$ cat config.mk
export PLATFORM = sky130hd
export DESIGN_NAME = mouse_cursor_event_generator_unit
export DESIGN_NICKNAME = d
export VERILOG_FILES = /design/src/hw/rtl/mceg_pkg.sv /design/src/hw/rtl/mouse_cursor_event_generator_unit.sv
export SDC_FILE = /design/constraint.sdc
export NUM_CORES = 1
export LEC_CHECK = 0
export ABC_AREA = 1
export BUFFER_PORTS_ARGS = -buffer_cell sky130_fd_sc_hd__buf_2
export CAP_MARGIN = 20
export CORE_MARGIN = 8
export CORE_UTILIZATION = 45
export DETAILED_ROUTE_END_ITERATION = 6
export REMOVE_ABC_BUFFERS = 1
export SYNTH_ARGS = -nofsm -noshare
export SYNTH_HDL_FRONTEND = slang
export SYNTH_SLANG_ARGS = --single-unit
$ cat constraint.sdc
create_clock -name clk -period 11.4 [get_ports clk]
set_input_delay 0.57 -clock clk [delete_from_list [all_inputs] [get_ports clk]]
set_output_delay 0.57 -clock clk [all_outputs]
set_load 0.05 [all_outputs]
$ cat src/hw/rtl/mceg_pkg.sv
`timescale 1ns / 1ps

package mceg_pkg;

    typedef enum logic [2:0] {
        EV_MOVE  = 3'd0,
        EV_STOP  = 3'd1,
        EV_LDOWN = 3'd2,
        EV_LUP   = 3'd3,
        EV_LDRAG = 3'd4,
        EV_RDOWN = 3'd5,
        EV_RUP   = 3'd6,
        EV_RDRAG = 3'd7
    } event_kind_t;

    localparam logic CMD_REPORT = 1'b0;
    localparam logic CMD_TICK   = 1'b1;

    localparam logic [2:0] REG_RECT_LEFT   = 3'd0;
    localparam logic [2:0] REG_RECT_TOP    = 3'd1;
    localparam logic [2:0] REG_RECT_RIGHT  = 3'd2;
    localparam logic [2:0] REG_RECT_BOTTOM = 3'd3;
    localparam logic [2:0] REG_IDLE_LIMIT  = 3'd4;
    localparam logic [2:0] REG_KEY_FLAGS   = 3'd5;

    localparam logic signed [15:0] RECT_LEFT_RST   = 16'sd0;
    localparam logic signed [15:0] RECT_TOP_RST    = 16'sd0;
    localparam logic signed [15:0] RECT_RIGHT_RST  = 16'sd800;
    localparam logic signed [15:0] RECT_BOTTOM_RST = 16'sd600;
    localparam logic [15:0]        IDLE_LIMIT_RST  = 16'd500;
    localparam logic [7:0]         KEY_FLAGS_RST   = 8'd0;

    localparam int           MAX_EVENTS = 3;
    localparam logic [15:0]  IDLE_SAT   = 16'hFFFF;

endpackage

$ cat src/hw/rtl/mouse_cursor_event_generator_unit.sv
`timescale 1ns / 1ps

// Channel   Direction  Handshake          Payload
// input     in         in_valid/in_stall  command, delta_x, delta_y, left_raw, right_raw
// output    out        out_valid/out_stall event_kind, event_x, event_y, event_keys, last_event
// config    in         cfg_we             cfg_index, cfg_wdata
//
// A report is decoded in the cycle it is accepted and its events (zero to three)
// land in a pending buffer; the output register takes one event per cycle from it
// while the output is not stalled. A new report can be accepted while the last
// pending event of the previous one moves into the single output register. The first
// event passes through the pending buffer and then the output register. Reset clears
// cursor, button history, idle timer, pending event count and output valid, and sets
// the configuration registers to their reset values. in_stall is high while two or
// three events are pending, or one is pending and the output register is stalled.

module mouse_cursor_event_generator_unit #(
    parameter int COORD_BITS = 16
) (
    input  logic                      clk,
    input  logic                      rst_n,

    input  logic                      in_valid,
    output logic                      in_stall,
    input  logic                      command,
    input  logic signed [15:0]        delta_x,
    input  logic signed [15:0]        delta_y,
    input  logic [7:0]                left_raw,
    input  logic [7:0]                right_raw,

    output logic                      out_valid,
    input  logic                      out_stall,
    output mceg_pkg::event_kind_t     event_kind,
    output logic signed [15:0]        event_x,
    output logic signed [15:0]        event_y,
    output logic [7:0]                event_keys,
    output logic                      last_event,

    input  logic                      cfg_we,
    input  logic [2:0]                cfg_index,
    input  logic [15:0]               cfg_wdata
);

    import mceg_pkg::*;

    localparam int SUM_W = ((COORD_BITS > 17) ? COORD_BITS : 17) + 1;
    localparam logic signed [SUM_W-1:0] CMAX =
        SUM_W'((64'sd1 <<< (COORD_BITS - 1)) - 64'sd1);
    localparam logic signed [SUM_W-1:0] CMIN = ~CMAX;

    // configuration
    logic signed [15:0] rect_left_reg, rect_top_reg, rect_right_reg, rect_bottom_reg;
    logic [15:0]        idle_limit_reg;
    logic [7:0]         key_flags_reg;

    // block state
    logic signed [COORD_BITS-1:0] cursor_x_reg, cursor_y_reg;
    logic [7:0]                   left_prev_reg, right_prev_reg;
    logic                         idle_running_reg;
    logic [15:0]                  idle_count_reg;

    // pending events of the last report
    event_kind_t        pend_kind_reg [MAX_EVENTS];
    logic [1:0]         pend_cnt_reg;
    logic signed [15:0] pend_x_reg, pend_y_reg;
    logic [7:0]         pend_keys_reg;

    // output register
    logic               out_valid_reg;
    event_kind_t        out_kind_reg;
    logic signed [15:0] out_x_reg, out_y_reg;
    logic [7:0]         out_keys_reg;
    logic               out_last_reg;

    logic in_accept, out_move, pop, is_report, motion;

    logic signed [COORD_BITS-1:0] cursor_x_next, cursor_y_next;
    logic signed [SUM_W-1:0]      cx_ext, cy_ext;
    event_kind_t                  ev_kind [MAX_EVENTS];
    logic [1:0]                   ev_cnt;

    function automatic logic signed [SUM_W-1:0] step_coord(
        input logic signed [COORD_BITS-1:0] cur,
        input logic signed [15:0]           delta,
        input logic signed [15:0]           lo,
        input logic signed [15:0]           hi
    );
        logic signed [SUM_W-1:0] cur_e, d_e, lo_e, hi_e, v;
        begin
            cur_e = {{(SUM_W-COORD_BITS){cur[COORD_BITS-1]}}, cur};
            d_e   = {{(SUM_W-16){delta[15]}}, delta};
            lo_e  = {{(SUM_W-16){lo[15]}}, lo};
            hi_e  = {{(SUM_W-16){hi[15]}}, hi};
            v = cur_e + (d_e <<< 1);
            if (v < lo_e) v = lo_e;
            if (v > hi_e) v = hi_e;
            if (v < CMIN) v = CMIN;
            if (v > CMAX) v = CMAX;
            return v;
        end
    endfunction

    assign out_move  = !out_valid_reg || !out_stall;
    assign pop       = (pend_cnt_reg != 2'd0) && out_move;
    assign in_stall  = !((pend_cnt_reg == 2'd0) || ((pend_cnt_reg == 2'd1) && out_move));
    assign in_accept = in_valid && !in_stall;
    assign is_report = (command == CMD_REPORT);
    assign motion    = (delta_x != 16'sd0) || (delta_y != 16'sd0);

    always_comb
    begin
        cx_ext = step_coord(cursor_x_reg, delta_x, rect_left_reg, rect_right_reg);
        cy_ext = step_coord(cursor_y_reg, delta_y, rect_top_reg, rect_bottom_reg);
        cursor_x_next = cx_ext[COORD_BITS-1:0];
        cursor_y_next = cy_ext[COORD_BITS-1:0];
    end

    // Build the event list in report order: motion or stop, left, right.
    always_comb
    begin
        for (int i = 0; i < MAX_EVENTS; i++)
        begin
            ev_kind[i] = EV_MOVE;
        end
        ev_cnt = 2'd0;
        if (motion)
        begin
            ev_kind[0] = EV_MOVE;
            ev_cnt     = 2'd1;
        end
        else if (idle_running_reg && (idle_count_reg >= idle_limit_reg))
        begin
            ev_kind[0] = EV_STOP;
            ev_cnt     = 2'd1;
        end
        if (left_raw != left_prev_reg)
        begin
            ev_kind[ev_cnt] = left_raw[7] ? EV_LDOWN : EV_LUP;
            ev_cnt          = ev_cnt + 2'd1;
        end
        else if (left_prev_reg[7])
        begin
            ev_kind[ev_cnt] = EV_LDRAG;
            ev_cnt          = ev_cnt + 2'd1;
        end
        if (right_raw != right_prev_reg)
        begin
            ev_kind[ev_cnt] = right_raw[7] ? EV_RDOWN : EV_RUP;
            ev_cnt          = ev_cnt + 2'd1;
        end
        else if (right_prev_reg[7])
        begin
            ev_kind[ev_cnt] = EV_RDRAG;
            ev_cnt          = ev_cnt + 2'd1;
        end
    end

    always_ff @(posedge clk or negedge rst_n)
    begin
        if (!rst_n)
        begin
            rect_left_reg   <= RECT_LEFT_RST;
            rect_top_reg    <= RECT_TOP_RST;
            rect_right_reg  <= RECT_RIGHT_RST;
            rect_bottom_reg <= RECT_BOTTOM_RST;
            idle_limit_reg  <= IDLE_LIMIT_RST;
            key_flags_reg   <= KEY_FLAGS_RST;
        end
        else if (cfg_we)
        begin
            unique case (cfg_index)
                REG_RECT_LEFT:   rect_left_reg   <= cfg_wdata;
                REG_RECT_TOP:    rect_top_reg    <= cfg_wdata;
                REG_RECT_RIGHT:  rect_right_reg  <= cfg_wdata;
                REG_RECT_BOTTOM: rect_bottom_reg <= cfg_wdata;
                REG_IDLE_LIMIT:  idle_limit_reg  <= cfg_wdata;
                REG_KEY_FLAGS:   key_flags_reg   <= cfg_wdata[7:0];
                default: ;
            endcase
        end
    end

    always_ff @(posedge clk or negedge rst_n)
    begin
        if (!rst_n)
        begin
            cursor_x_reg     <= '0;
            cursor_y_reg     <= '0;
            left_prev_reg    <= '0;
            right_prev_reg   <= '0;
            idle_running_reg <= 1'b0;
            idle_count_reg   <= '0;
        end
        else if (in_accept)
        begin
            if (!is_report)
            begin
                if (idle_running_reg && (idle_count_reg != IDLE_SAT))
                begin
                    idle_count_reg <= idle_count_reg + 16'd1;
                end
            end
            else
            begin
                cursor_x_reg   <= cursor_x_next;
                cursor_y_reg   <= cursor_y_next;
                left_prev_reg  <= left_raw;
                right_prev_reg <= right_raw;
                if (motion)
                begin
                    idle_running_reg <= 1'b0;
                end
                else if (!idle_running_reg)
                begin
                    idle_running_reg <= 1'b1;
                    idle_count_reg   <= '0;
                end
                else if (idle_count_reg >= idle_limit_reg)
                begin
                    idle_running_reg <= 1'b0;
                end
            end
        end
    end

    // Pending buffer: load a new report's events, else shift one out per pop.
    always_ff @(posedge clk or negedge rst_n)
    begin
        if (!rst_n)
        begin
            pend_cnt_reg <= 2'd0;
        end
        else if (in_accept && is_report && (ev_cnt != 2'd0))
        begin
            pend_cnt_reg <= ev_cnt;
        end
        else if (pop)
        begin
            pend_cnt_reg <= pend_cnt_reg - 2'd1;
        end
    end

    always_ff @(posedge clk)
    begin
        if (in_accept && is_report && (ev_cnt != 2'd0))
        begin
            for (int i = 0; i < MAX_EVENTS; i++)
            begin
                pend_kind_reg[i] <= ev_kind[i];
            end
            pend_x_reg    <= cx_ext[15:0];
            pend_y_reg    <= cy_ext[15:0];
            pend_keys_reg <= key_flags_reg;
        end
        else if (pop)
        begin
            for (int i = 0; i < MAX_EVENTS - 1; i++)
            begin
                pend_kind_reg[i] <= pend_kind_reg[i+1];
            end
        end
    end

    always_ff @(posedge clk or negedge rst_n)
    begin
        if (!rst_n)
        begin
            out_valid_reg <= 1'b0;
        end
        else if (out_move)
        begin
            out_valid_reg <= (pend_cnt_reg != 2'd0);
        end
    end

    always_ff @(posedge clk)
    begin
        if (pop)
        begin
            out_kind_reg <= pend_kind_reg[0];
            out_x_reg    <= pend_x_reg;
            out_y_reg    <= pend_y_reg;
            out_keys_reg <= pend_keys_reg;
            out_last_reg <= (pend_cnt_reg == 2'd1);
        end
    end

    assign out_valid  = out_valid_reg;
    assign event_kind = out_kind_reg;
    assign event_x    = out_x_reg;
    assign event_y    = out_y_reg;
    assign event_keys = out_keys_reg;
    assign last_event = out_last_reg;

    // A transaction that is not the last of its report is followed at once by the next.
    a_burst_unbroken: assert property (@(posedge clk) disable iff (!rst_n)
        (out_valid_reg && !out_stall && !out_last_reg) |=> out_valid_reg)
        else $error("event burst broken before last event");

    // Hold a stalled output transaction unchanged.
    a_out_hold: assert property (@(posedge clk) disable iff (!rst_n)
        (out_valid_reg && out_stall) |=> (out_valid_reg && $stable(out_kind_reg) &&
            $stable(out_x_reg) && $stable(out_y_reg) && $stable(out_keys_reg) &&
            $stable(out_last_reg)))
        else $error("stalled output transaction changed");

    // Motion in a report stops the idle timer.
    a_motion_stops_idle: assert property (@(posedge clk) disable iff (!rst_n)
        (in_accept && is_report && motion) |=> !idle_running_reg)
        else $error("idle timer still running after motion");

    // Input is never taken while two or more events wait.
    a_no_overrun: assert property (@(posedge clk) disable iff (!rst_n)
        (pend_cnt_reg >= 2'd2) |-> in_stall)
        else $error("input accepted over pending events");

endmodule
==> results.txt <==
Pins Over Slew Limit = 0
Maximum number of pins on one net before global-route repair = 92
Number of top-level design ports = 119
DRC Markers = 0
Seq/Total Area, Yosys = 44.30%
Routed wirelength normalized by instance count = 16.84 um
Number of nets in the finished design = 2,191
Xor and xnor fraction of the mapped netlist area = 1.676%
Number of design-rule violations left by the first detailed-router iteration = 733
Length in cells of the worst reg-to-reg path = 48
Maximum root-to-sink buffer count = 3
Final antenna-violating net count = 0
Top delay family on crit path = simple AND/OR/NAND/NOR gates
End of the worst register-to-register path = pend_x_reg[3]
Root buffer selected by CTS = sky130_fd_sc_hd__clkbuf_16
Core outline area = 33,360 um^2
Register-to-register path setup slack = 3.72 ns
Hold Crit Class = primary input to async pin
Final setup TNS = 0 ns
Predominant post-synthesis flop cell = sky130_fd_sc_hd__dfrtp_1
Buffer count from post-CTS setup fixing = 0
Setup Crit Path Kind = register to register
Rel. slew slack = 33.21%
Number of distinct library cells after synthesis = 47
Via-per-instance ratio = 5.072
Port buffer count = 118
Post-synthesis adder-cell area fraction = 10.83%
Max Freq = 0.1302 GHz
Vias in the first global route = 12,220
Synth warnings = 0
Initial antenna violation count = 0
Post-synthesis register bit count = 249
Average instance area after synthesis = 8.069 um^2
Number of buffer and inverter instances along the worst setup path = 8
Critical path's most frequent cell = sky130_fd_sc_hd__nand2_1
Crit-path max cell delay = 0.40 ns
Worst-path fanout max = 21
Required time at the endpoint of the critical path = 11.64 ns
Post-synthesis simple-gate area fraction = 25.63%
Starting Density = 45.42%
Data arrival time at the worst-slack endpoint = 7.92 ns
Number of H-tree levels = 1
Overall die height = 199.5 um
Filler cell count = 3,312
Worst-case clock skew = 0.01562 ns
Run status = finished clean
Skew-Pair Late Insertion Delay = 0.55 ns
Fraction of layout cells with a size suffix above 1 = 11.95%
Number of buffers added by the clock tree synthesis step = 27
Placer Congestion = 0.9157
Hold-fix buffers at CTS = 0
Fin crit period = 7.683 ns
Synth Instances = 1,878
Area after detailed placement = 16,110 um^2
# diodes = 0
Number of synthesized flops with an enable pin = 93
Maxcap violations = 0
Area of all placed cells without fillers = 17,010 um^2
HPWL after DPL = 32,160 um
Setup repair after global routing missed its margin = false
Area contributors post-synth = sky130_fd_sc_hd__dfrtp_1, sky130_fd_sc_hd__edfxtp_1, sky130_fd_sc_hd__nand2_1, sky130_fd_sc_hd__ha_1, sky130_fd_sc_hd__inv_1
Global-route wire length before repair = 65,870 um
Total die area = 39,800 um^2
Element type at the critical path end = register
Final hold slack = 0.05535 ns
Number of placement rows = 67
Crit start category = register
Area share of the largest cell type after synthesis = 23.61%
Total via count after detailed routing = 12,460
Clock sink count = 249
Cell with the biggest individual delay on the critical path = sky130_fd_sc_hd__dfrtp_1
TritonCTS clock tree = yes
Final standard cell utilization of the core = 50.98%
Area added between synthesis and finish = 12.24%
Multiplexer share of the synthesized area = 0%
CTS resizes = 0
Total global-route track usage = 20.90%
Worst r2r src = cursor_x_reg[1]
Aggregate routed wire length = 41,370 um
Grt ovf = 0
Detailed Routing Iterations Pass 1 = 7
Largest family of logic cells by synthesized area = simple AND/OR/NAND/NOR gates
Worst Max-Slew Pin Slew = 0.9991 ns
Sequential cell area = 6713 um^2
Cell accounting for the most synthesized area = sky130_fd_sc_hd__dfrtp_1
Compound-Gate Fraction of Synth Area = 9.702%
Clock transition time at the flip-flop clock pins of the worst setup and hold paths = 0.06 ns
Hold Vio Cnt, Final = 0
Setup Viol. Count Final = 0
Async set or reset register ratio after synthesis = 62.65%
Post-synthesis instance area = 15,150 um^2
Horizontal die dimension = 199.5 um
Multi-input gate area in the final layout = 7267 um^2
Final Cycle Share = 67.39%
## layout by cell type (no fill, tap or decap), types with 4 or more instances in the layout
cell type | netlist | final
sky130_fd_sc_hd__a21o_1 | 8 | 8
sky130_fd_sc_hd__o21bai_1 | 7 | 7
sky130_fd_sc_hd__clkbuf_16 | 0 | 27
sky130_fd_sc_hd__edfxtp_1 | 93 | 93
sky130_fd_sc_hd__ha_1 | 128 | 128
sky130_fd_sc_hd__xnor2_1 | 4 | 4
sky130_fd_sc_hd__o21ai_0 | 150 | 150
sky130_fd_sc_hd__nand3_1 | 91 | 91
sky130_fd_sc_hd__a31oi_1 | 4 | 4
sky130_fd_sc_hd__xor2_1 | 25 | 25
sky130_fd_sc_hd__nand2_1 | 600 | 599
sky130_fd_sc_hd__clkbuf_1 | 23 | 10
sky130_fd_sc_hd__dfstp_2 | 13 | 13
sky130_fd_sc_hd__nor3_1 | 13 | 13
sky130_fd_sc_hd__a21oi_1 | 67 | 67
sky130_fd_sc_hd__or2_2 | 9 | 9
sky130_fd_sc_hd__buf_4 | 5 | 4
sky130_fd_sc_hd__o21ai_2 | 7 | 7
sky130_fd_sc_hd__nand2_2 | 13 | 14
sky130_fd_sc_hd__inv_1 | 250 | 250
sky130_fd_sc_hd__nor4_1 | 10 | 10
sky130_fd_sc_hd__dfrtp_1 | 143 | 143
sky130_fd_sc_hd__o21a_1 | 4 | 4
sky130_fd_sc_hd__nor2_1 | 113 | 111
sky130_fd_sc_hd__nand3_2 | 22 | 22
sky130_fd_sc_hd__nand4_1 | 27 | 27
sky130_fd_sc_hd__a21boi_0 | 4 | 4
sky130_fd_sc_hd__buf_2 | 6 | 117
## worst register-to-register path: cells and delay by family (launching register included)
family | cells | cell delay [ns]
flops | 1 | 0.40
simple gates | 32 | 4.03
fa+ha+maj | 5 | 1.63
compound gates | 3 | 0.50
buf+inv | 8 | 0.83
## worst max-delay path by stage
stage | startpoint | endpoint | slack [ns] | cells after the start
CTS | cursor_x_reg[1] | pend_x_reg[3] | 3.73 | 46
finish | cursor_x_reg[1] | pend_x_reg[3] | 3.72 | 48
detailed placement | delta_x[0] | pend_x_reg[3] | 3.50 | 47
global route | cursor_x_reg[1] | pend_x_reg[3] | 2.88 | 46
global placement | delta_x[0] | pend_x_reg[3] | 3.65 | 47
floorplan | delta_x[0] | pend_x_reg[0] | 4.88 | 46
## cells in the mapped netlist, drive strengths merged (4+ instances only)
master and number:
or2 9, edfxtp 93, o21bai 7, a21boi 7, o21ai 160, xor2 25, a21oi 69, buf 19
inv 252, a31oi 4, nand3 113, nor4 10, nor2 116, ha 128, a21o 8, xnor2 4
nor3 14, dfrtp 143, clkbuf 23, nand4 28, dfstp 13, o21a 4, nand2 615
## metal layers
layer  share of wire, %  vias to the layer above  global-route usage (%)
met5                  0                        -                       0
li1                   -                     6340                       -
met2                 45                      257                   33.55
met1                 48                     5816                   29.71
met3                5.1                       43                   3.132
met4                1.6                        0                   4.169
## per-stage QoR
stage                     instances  worst slack, ns
after floorplan                1836            4.878
after global routing           2456            2.882
after CTS                      2455            3.727
after global placement         2406            3.651
final                          2456            3.717
after detailed placement       2406            3.504
## cell families (layout without fill, tap and decap cells)
group / after synthesis / in the layout
AND/OR/NAND/NOR: 910 / 910
buffers and inverters: 294 / 424
AO/OA/AOI/OAI: 266 / 266
flip-flops: 249 / 249
adder cells (fa/ha/maj): 130 / 130
XOR/XNOR: 29 / 29
## area by class of cell
type / instances / area share, %
inverters: 252 / 5.561
well taps: 448 / 3.296
clock inverters: 10 / 0.8239
multi-input cells: 1335 / 42.72
clock buffers: 39 / 4.355
repair buffers: 123 / 3.774
flip-flops and latches: 249 / 39.47
Power is left out: the tool's default activity adds up to more than one toggle a clock period on the data nets, which glitch-free logic cannot reach.
